[src/hw/rtl/ppa_pkg.sv]
`timescale 1ns / 1ps
// ----------------------------------------------------------------------------
// ppa_pkg
// Shared constants, types and the arctangent table for the polar position
// accumulator.
// ----------------------------------------------------------------------------
package ppa_pkg;

   localparam int GUARD = 4;
   localparam logic [31:0] INVK = 32'd2608131497;

   typedef struct packed {
      logic valid;
      logic vec;
   } ppa_ctl_type;

   // atan(2^-i) as a fraction of a full turn, times 2^32
   function automatic logic [31:0] atan_turn(input int unsigned idx);
      logic [31:0] v;
      case (idx)
         0:  v = 32'd536870912;
         1:  v = 32'd316933406;
         2:  v = 32'd167458907;
         3:  v = 32'd85004756;
         4:  v = 32'd42667331;
         5:  v = 32'd21354465;
         6:  v = 32'd10679838;
         7:  v = 32'd5340245;
         8:  v = 32'd2670163;
         9:  v = 32'd1335087;
         10: v = 32'd667544;
         11: v = 32'd333772;
         12: v = 32'd166886;
         13: v = 32'd83443;
         14: v = 32'd41722;
         15: v = 32'd20861;
         16: v = 32'd10430;
         17: v = 32'd5215;
         18: v = 32'd2608;
         19: v = 32'd1304;
         20: v = 32'd652;
         21: v = 32'd326;
         22: v = 32'd163;
         23: v = 32'd81;
         24: v = 32'd41;
         25: v = 32'd20;
         26: v = 32'd10;
         27: v = 32'd5;
         28: v = 32'd3;
         29: v = 32'd1;
         30: v = 32'd1;
         default: v = 32'd0;
      endcase
      return v;
   endfunction

endpackage

[src/hw/rtl/ppa_cell.sv]
`timescale 1ns / 1ps
// ----------------------------------------------------------------------------
// ppa_cell
// One CORDIC micro-rotation with a fixed shift, rotation or vectoring mode.
// ----------------------------------------------------------------------------
module ppa_cell
   import ppa_pkg::*;
#(
   parameter int CW    = 40,
   parameter int ZW    = 34,
   parameter int SHIFT = 0
) (
   input  logic                 clock,
   input  logic                 reset,
   input  ppa_ctl_type          ctl_i,
   input  logic signed [CW-1:0] x_i,
   input  logic signed [CW-1:0] y_i,
   input  logic signed [ZW-1:0] z_i,
   output ppa_ctl_type          ctl_o,
   output logic signed [CW-1:0] x_o,
   output logic signed [CW-1:0] y_o,
   output logic signed [ZW-1:0] z_o
);

   localparam logic [31:0] ATAN = atan_turn(SHIFT);

   ppa_ctl_type          ctl_ff;
   logic signed [CW-1:0] x_ff, y_ff, x_in, y_in, dx, dy;
   logic signed [ZW-1:0] z_ff, z_in, at;
   logic                 ccw;

   always_comb begin
      at  = ZW'(ATAN);
      dx  = y_i >>> SHIFT;
      dy  = x_i >>> SHIFT;
      // vectoring drives y toward zero, rotation drives z toward zero
      ccw = ctl_i.vec ? (y_i <= 0) : (z_i >= 0);
      if (ccw) begin
         x_in = x_i - dx;
         y_in = y_i + dy;
         z_in = z_i - at;
      end else begin
         x_in = x_i + dx;
         y_in = y_i - dy;
         z_in = z_i + at;
      end
   end

   always_ff @(posedge clock) begin
      if (reset) begin
         ctl_ff <= '0;
      end else begin
         ctl_ff <= ctl_i;
      end
      x_ff <= x_in;
      y_ff <= y_in;
      z_ff <= z_in;
   end

   assign ctl_o = ctl_ff;
   assign x_o   = x_ff;
   assign y_o   = y_ff;
   assign z_o   = z_ff;

endmodule

[config.mk]
export PLATFORM = sky130hd
export DESIGN_NAME = ppa_cell
export DESIGN_NICKNAME = d
export VERILOG_FILES = /design/src/hw/rtl/ppa_pkg.sv /design/src/hw/rtl/ppa_cell.sv
export SDC_FILE = /design/constraint.sdc
export NUM_CORES = 1
export LEC_CHECK = 0
export ABC_AREA = 0
export CAP_MARGIN = 20
export CORE_MARGIN = 2
export CORE_UTILIZATION = 60
export DETAILED_ROUTE_END_ITERATION = 10
export DONT_BUFFER_PORTS = 1
export PLACE_DENSITY = 0.86
export SETUP_SLACK_MARGIN = 0.05
export SLEW_MARGIN = 0
export SYNTH_ARGS = -nofsm -noshare
export SYNTH_HDL_FRONTEND = slang
export SYNTH_SLANG_ARGS = --single-unit
[constraint.sdc]
create_clock -name clock -period 3.7 [get_ports clock]
set_clock_uncertainty 0.15 [all_clocks]
set_input_delay 0.37 -clock clock [delete_from_list [all_inputs] [get_ports clock]]
set_output_delay 0.37 -clock clock [all_outputs]
set_load 0.1 [all_outputs]
* Yosys cells after proc, flatten, opt, wreduce, memory -nomap -nowiden
Index checks and enable logic that the tools add are counted.
** Storage, ports and cells
- RAM bits :: 0
- Register bits :: 116
- Latch bits :: 0
- Memories kept :: 0
- Output and inout port bits :: 116
- Logic and storage cells :: 16
- Input port bits :: 118
- Bits in read-only memories :: 0
** Cells by class
- Eq/ne operators :: 0
- Bitwise logic cells :: 0
- Shifts and indexed selects :: 0
- Add/sub/neg operators :: 5
- Multiplexer cells :: 4
- Multiply operators :: 0
- Reductions and logical operators :: 0
- Divide/modulo/power cells :: 0
- $lt $le $gt $ge :: 2
** Operator list (count)
- two-way mux 40 bit :: 2
- subtractor 40 bit :: 2
- adder 40 bit :: 1
- <= comparator 40 x 1 -> 1 bit, second input constant :: 1
- adder 34 x 31 -> 34 bit, second input constant :: 1
- greater-or-equal comparator 34 x 1 -> 1 bit, second input constant :: 1
- two-way mux 34 bit :: 1
- subtractor 34 x 31 -> 34 bit, second input constant :: 1
- two-way mux 1 bit :: 1

* Longest topological paths before layout
Gate-level depths: netlist (run 1).
- Depth in word-level cells :: 3
- Depth in mapped cells :: 13
- Gate-level depth less buffers :: 12

* Worst setup path after synthesis (run 1)
Ideal clock, no wire load.
- Path kind :: input to register
- Start :: input x_i[2]
- End :: register y_ff[36], in the netlist y_o[36]
- Cell stages on the path :: 12
- Setup slack :: 0.780 ns
- Buffers on the path :: 0
- Data arrival time :: 2.649 ns
- Data required time :: 3.430 ns
- Library setup time :: 0.120 ns
- Cells stage by stage :: inv_1 -> ha_1 -> nand2b_4 -> a221oi_4 -> a311oi_1 -> a21boi_4 -> o311ai_4 -> o41ai_2 -> or4b_1 -> a21oi_1 -> a21oi_1 -> xnor2_1
** Between the ends
- Word-level cells in the longest chain between the ends :: 2
- Elaborated cells between the ends (all ways) :: 3
- Classes of those cells :: 2 x add/sub; 1 x mux
** Ends and longest elaborated chain
- start: declaration :: line ppa_cell.sv:16 : input logic signed [CW-1:0] x_i,
- subtractor 40 bit or adder 40 bit (tied branches) :: line ppa_cell.sv:44, ppa_cell.sv:40
- two-way mux 40 bit (*) :: line ppa_cell.sv:38 : if (ccw) begin
- net y_in[36] :: line ppa_cell.sv:28 : logic signed [CW-1:0] x_ff, y_ff, x_in, y_in, dx, dy;
- end signal: assignment :: line ppa_cell.sv:56 : y_ff <= y_in;
- end: declaration :: line ppa_cell.sv:28
Mark *: on every way through the listed nets, which the timed path passes. The rest lies on a longest branch.
A chain may end at the register's enable or synchronous reset.

* Worst setup path in the final report (run 1)
- Start :: input y_i[0]
- End :: register x_ff[37], in the netlist x_o[37]
** Between the ends
- Word-level cells in the longest chain between the ends :: 3
- Elaborated cells between the ends (all ways) :: 5
- Classes of those cells :: 2 x add/sub; 1 x order compare; 2 x mux
** Ends and longest elaborated chain
- start: declaration :: line ppa_cell.sv:17 : input logic signed [CW-1:0] y_i,
- <= comparator 40 x 1 -> 1 bit :: line ppa_cell.sv:37 : ccw = ctl_i.vec ? (y_i <= 0) : (z_i >= 0);
- two-way mux 1 bit :: line ppa_cell.sv:37
- two-way mux 40 bit (*) :: line ppa_cell.sv:38
- net x_in[37] :: line ppa_cell.sv:28
- end signal: assignment :: line ppa_cell.sv:55 : x_ff <= x_in;
- end: declaration :: line ppa_cell.sv:28
Marked as above.

==> key figures, run 1 <==
CTS
  • Max Buffers Root-to-Sink: 2
  • Cts bufs inserted: 17
  • CTS resizes: 0
  • H-tree Lvls: 4
  • CTS Sinks: 115
  • TritonCTS clock tree: yes
  • Clock root buffer: clkbuf_16
  • Clk pin slew, worst setup/hold paths: 0.06 ns

Worst setup path
  • CP Launch Type: input pin
  • Required @ worst endpoint: 3.90 ns
  • Worst-path cell chain: dlygate4sd3_1, ha_1, nor2b_1, o21ai_0, a311oi_1, nor3_2, o31ai_1, a221o_1, a21o_1, a2111oi_2, a21oi_1, xnor2_1
  • Arrival time worst endpoint: 3.61 ns
  • Worst Path Max Fanout: 4
  • Kind of critical path: in2reg
  • Worst path slowest cell: a311oi_1
  • Slowest stage delay, CP: 0.65 ns
  • CP Capture Type: register

Floorplanning
  • Die Span Y: roughly 130 µm
  • Chip Width: approximately 130 µm
  • Std-Cell Rows: 45
  • Die area: 16700 µm²
  • Core area: roughly 15000 µm²
  • Initial Util: 61.9%
  • I/O pins: between 200 and 250

Drt
  • Drt initial violations: 1066
  • DRT Wirelength: between 30 and 40 mm
  • WL/cell: 21.4 µm
  • Routed Antenna Nets: 0
  • Via count: 9416
  • Vias/cell: between 6 and 7
  • DRC: 0
  • DR pass1 iterations: 6

Global route
  • Vias in the first global route: 8945
  • Largest net degree at the start of global routing: 36
  • Grt ovf: 0
  • Gr usage total: 37.3%
  • Initial antenna violation count: 1
  • First-pass GRT wire length: 48.6 mm

Power and ir drop
  • PD cells: 606 nW/µm²
  • Switching Share: 53.7%
  • Comb pwr share: 22.2%
  • P_int: about 3000 µW
  • Leak: 0.00480 µW
  • VDD IR-drop max: 394 µV
  • Clk pwr share: between 20% and 30%
  • Flop pwr share: 53.2%
  • Net Switching: 3490 µW

Layout
  • Layout Nets: between 1000 and 1500
  • ANT cells: 0
  • Area growth syn-to-layout: 13.5%
  • Layout cell share with drive strength beyond 1: under 10%

Synth
  • Post-synth EDFFs: 0
  • Async set-reset flop share out of synthesis: 0%
  • Mux contribution to synthesized area: 1.91%
  • Most common cell in the netlist: a21oi_1
  • Largest area contributor in the netlist: dfxtp_1
  • Register area share after synthesis: between 20% and 30%
  • Synth area leaders: dfxtp_1 (24%), ha_1 (16%), a21oi_1 (7.9%)
  • Synth Area in Compound Gates: 26.5%
  • Post-Syn Nets: 1444
  • Commonest cells in the netlist: a21oi_1 (149), ha_1 (120), inv_1 (116)
  • Cell Area, Synth: 9440 µm²
  • Ys Warns: 0
  • Synth top area share: 24.4%
  • Yosys reg bits: between 100 and 150
  • Cell count after synthesis: 1202
  • Post-Synth XOR/XNOR Area: 7.52%
  • Synth Area in Simple Gates: between 15 and 20%
  • Yosys cell types: 77
  • Adder-cell share of the synthesized area: 16.8%
  • Largest family of logic cells by synthesized area: compound AO/OA/AOI/OAI gates
  • Top_reg_cell synth: dfxtp_1
  • Avg Inst Size Synth: 7.85 µm²

Timing
  • Max Fclk: 294 MHz
  • Slew @ Worst Pin: 1.06 ns
  • Tmin final: 3.41 ns
  • Setup TNS: 0 ns
  • Setup-failing EPs final: 0
  • Fin worst setup slack: slightly below 0.3 ns
  • Slew Viols, Final: 0
  • Final hold vios: 0
  • Unrepaired setup endpoints after global routing: false
  • Slew HR: 29.2%
  • Final period util: 92.1%

Worst hold path
  • Min-delay worst type: in2reg
  • Hold Crit Depth: 3

Place
  • DP HPWL: 24.6 mm
  • GP Congestion: 1.02
  • Number of port buffers: 0
  • Pre-CTS setup slack: approximately 0.24 ns

Run
  • # Max-Cap Violations: 0

Status
  • Status: finished clean
-- power groups by stage --
stage,clock network [µW],logic [µW],registers [µW]
after floorplan,0,1010,3420
after CTS,1600,1390,3460
after global placement,0,1340,3470
after global routing,1670,1550,3480
after detailed placement,0,1350,3480
final,1600,1440,3460
-- through the flow --
stage / instances / total power (µW) / hold WS, ns / utilization [%] / cell area (µm²)
2_1_floorplan: 1202 / 4430 / 0.248 / - / 9440
3_3_place_gp: 1398 / 4810 / 0.248 / 64.1 / 9790
3_5_place_dp: 1398 / 4830 / 0.248 / 64.1 / 9790
4_1_cts: 1466 / 6460 / 0.00438 / 70.2 / 10700
5_1_grt: 1466 / 6700 / 0.0318 / 70.2 / 10700
6_report: 1466 / 6500 / 0.0213 / 70.2 / 10700
-- layer usage --
layer | global-route usage [%] | wire length (µm)
met1 | 47.1 | 12400
met3 | 9.58 | 3530
met4 | 19.1 | 1690
met2 | 59.1 | 13800
met5 | 0 | 0
-- cell type report --
cell class	instances	area, µm²
Tap cell	211	264
Sequential cell	115	2300
Inverter	123	462
Multi-Input combinational cell	911	6460
Timing Repair Buffer	74	658
Fill cell	1267	4540
Clock inverter	14	130
Clock buffer	18	439
-- sequential cells by signal (all words and copies together), names as in the netlist --
signal	cells
ctl_o	2
x_o	39
y_o	40
z_o	34
-- what timing repair did --
| item | CTS | global route |
|---|---|---|
| setup buffers | 0 | 0 |
| hold buffers | 36 | 0 |
| endpoints found under the hold margin | 35 | 0 |
-- critical path: cells and delay by family --
family / cells / cell delay (ns)
and+or+nand+nor: 2 / 0.28
AOI/OAI and AO/OA: 7 / 2.06
buffers and inverters: 1 / 0.54
xor gates and xnor gates: 1 / 0.15
adders and majority gates: 1 / 0.20
-- cells in the final DEF (no fill, tap or decap), types with 8 or more instances in the layout --
cell type / synthesis / layout
a21oi_1: 149 / 149
ha_1: 120 / 120
inv_1: 116 / 115
nor2_1: 115 / 115
dfxtp_1: 115 / 114
o21ai_0: 76 / 76
xnor2_1: 73 / 73
nand2_1: 54 / 54
buf_4: 4 / 37
dlygate4sd3_1: 0 / 36
a21o_1: 28 / 28
nor3_1: 28 / 28
o21bai_1: 21 / 21
nand4_1: 19 / 19
mux2i_1: 18 / 17
clkbuf_16: 0 / 17
nor4_1: 15 / 15
o211ai_1: 15 / 15
nand3_1: 14 / 14
nand2b_1: 13 / 13
nor2b_1: 11 / 11
o21a_1: 11 / 11
o31ai_1: 9 / 9
a211oi_1: 9 / 9
xor2_1: 8 / 8
-- path summary, 6_finish.rpt --
path	start	slack [ns]	end
worst min-delay path	x_i[0]	0.02	y_o[0]
worst max-delay path	y_i[0]	0.29	x_o[37]
-- cell families after synthesis --
group                    after synthesis
multiplexers                          18
flip-flops                           115
adder cells (fa/ha/maj)              124
XOR/XNOR                              81
AND/OR/NAND/NOR                      303
buffers and inverters                176
AO/OA/AOI/OAI                        385
Power figures use the tool's default switching activity.
==> inputs of run 2 (changes only) <==
PLACE_DENSITY = 0.85   (was 0.86)
==> key figures, run 2 (synthesized netlist as in run 1, its figures left out) <==
Power and ir drop
  • Flop pwr share: between 50% and 60%
  • Clk pwr share: a little under a quarter
  • Leak: slightly below 0.005 µW
  • Comb pwr share: about 22%
  • PD cells: roughly 600 nW/µm²
  • Net Switching: 3510 µW
  • Switching Share: between 50 and 60%
  • P_int: 2940 µW
  • VDD IR-drop max: ~450 µV

Timing
  • Tmin final: 3.29 ns
  • Unrepaired setup endpoints after global routing: false
  • Slew HR: between 20 and 30%
  • Slew @ Worst Pin: 1.11 ns
  • Setup TNS: 0 ns
  • Setup-failing EPs final: 0
  • Fin worst setup slack: 0.415 ns
  • Max Fclk: 304 MHz
  • Hold slack: 0.0402 ns
  • Final hold vios: 0
  • Final period util: 88.8%
  • Slew Viols, Final: 0

Global route
  • Gr usage total: 36.9%
  • Initial antenna violation count: 0
  • Largest net degree at the start of global routing: 45
  • First-pass GRT wire length: approximately 48 mm
  • Grt ovf: 0
  • Vias in the first global route: 8922

Drt
  • Vias/cell: 6.35
  • DRC: 0
  • DRT Wirelength: 31.3 mm
  • WL/cell: between 20 and 25 µm
  • Routed Antenna Nets: 0
  • DR pass1 iterations: 8
  • Drt initial violations: 1213
  • Via count: about 9300

Worst setup path
  • Kind of critical path: in2reg
  • Required @ worst endpoint: 3.90 ns
  • CP Capture Type: register
  • Worst Path Max Fanout: 6
  • CP Launch Type: input pin
  • Arrival time worst endpoint: between 3 and 4 ns

CTS
  • Clk pin slew, worst setup/hold paths: approximately 0.060 ns
  • CTS Sinks: 115
  • CTS resizes: 0
  • Max Buffers Root-to-Sink: 2
  • TritonCTS clock tree: yes
  • H-tree Lvls: 4
  • Clock root buffer: clkbuf_16
  • Cts bufs inserted: 17

Floorplanning
  • I/O pins: ~230
  • Die area: 16700 µm²
  • Core area: 15300 µm²
  • Std-Cell Rows: 45
  • Die Span Y: roughly 130 µm
  • Initial Util: 61.9%
  • Chip Width: roughly 130 µm

Layout
  • Register Area: 2300 µm²
  • Number of filler instances in the final layout: 1234
  • Fin util: 70.3%
  • Layout Nets: around 1500
  • Max reg flops: 40
  • Area growth syn-to-layout: 13.6%
  • Layout cell share with drive strength beyond 1: a little under a tenth
  • Most common cell after layout, fill and taps aside: a21oi_1
  • ANT cells: 0
  • Area taken by multi-input logic gates: 6460 µm²
  • Most frequent cells in the layout: a21oi_1 (149), ha_1 (120), inv_1 (115), nor2_1 (115), dfxtp_1 (114)

Place
  • DP HPWL: 24.2 mm
  • Pre-CTS setup slack: 0.305 ns
  • GP Congestion: roughly 1
  • Number of port buffers: 0

Status
  • Status: finished clean

Run
  • # Max-Cap Violations: 0

Worst hold path
  • Min-delay worst type: in2reg
==> run 2: cell type report <==
class / instances / share of cell area [%]
Multi-Input combinational cell: 911 / 60.2
Tap cell: 211 / 2.46
Inverter: 123 / 4.31
Sequential cell: 115 / 21.5
Timing Repair Buffer: 78 / 6.42
Clock inverter: 15 / 1.14
Clock buffer: 17 / 3.97
==> run 2: timing repair <==
action,in CTS,in global routing
setup buffers,0,0
hold endpoints to repair,35,0
hold buffers,36,0
==> run 2: path summary, 6_finish.rpt <==
path	start	end	slack [ns]	depth (start not counted)
max	y_i[0]	x_o[30]	0.41	12
min	z_i[33]	z_o[33]	0.04	3
==> run 2: stage by stage <==
step	cells	power, µW	instance area, µm²
2_1_floorplan	1202	4430	9440
3_3_place_gp	1402	4820	9820
3_5_place_dp	1402	4830	9820
4_1_cts	1470	6410	10700
5_1_grt	1470	6650	10700
6_report	1470	6450	10700
==> run 2: critical path, stage by stage <==
cell and delay [ns]:
dlygate4sd3_1 0.55, ha_1 0.21, fa_1 0.50, nor2_1 0.18
o31ai_1 0.12, a31o_2 0.34, nor2_1 0.14, nor2_1 0.06
o21ai_0 0.52, a211oi_1 0.18, a21oi_1 0.19, xnor2_1 0.13
==> run 2: per-layer routing <==
layer,part of all wire (%),global-route usage (%),vias up
met5,0,0,-
met4,3.6,14.5,0
met3,12,11.6,109
met2,45,60.0,675
met1,39,45.6,4269
li1,-,-,4286
==> run 2: power groups by stage <==
stage	registers, µW	clock network, µW	logic, µW
3_3_place_gp	3470	0	1340
3_5_place_dp	3480	0	1350
6_report	3460	1540	1450
2_1_floorplan	3420	0	1010
4_1_cts	3460	1550	1400
5_1_grt	3480	1610	1560
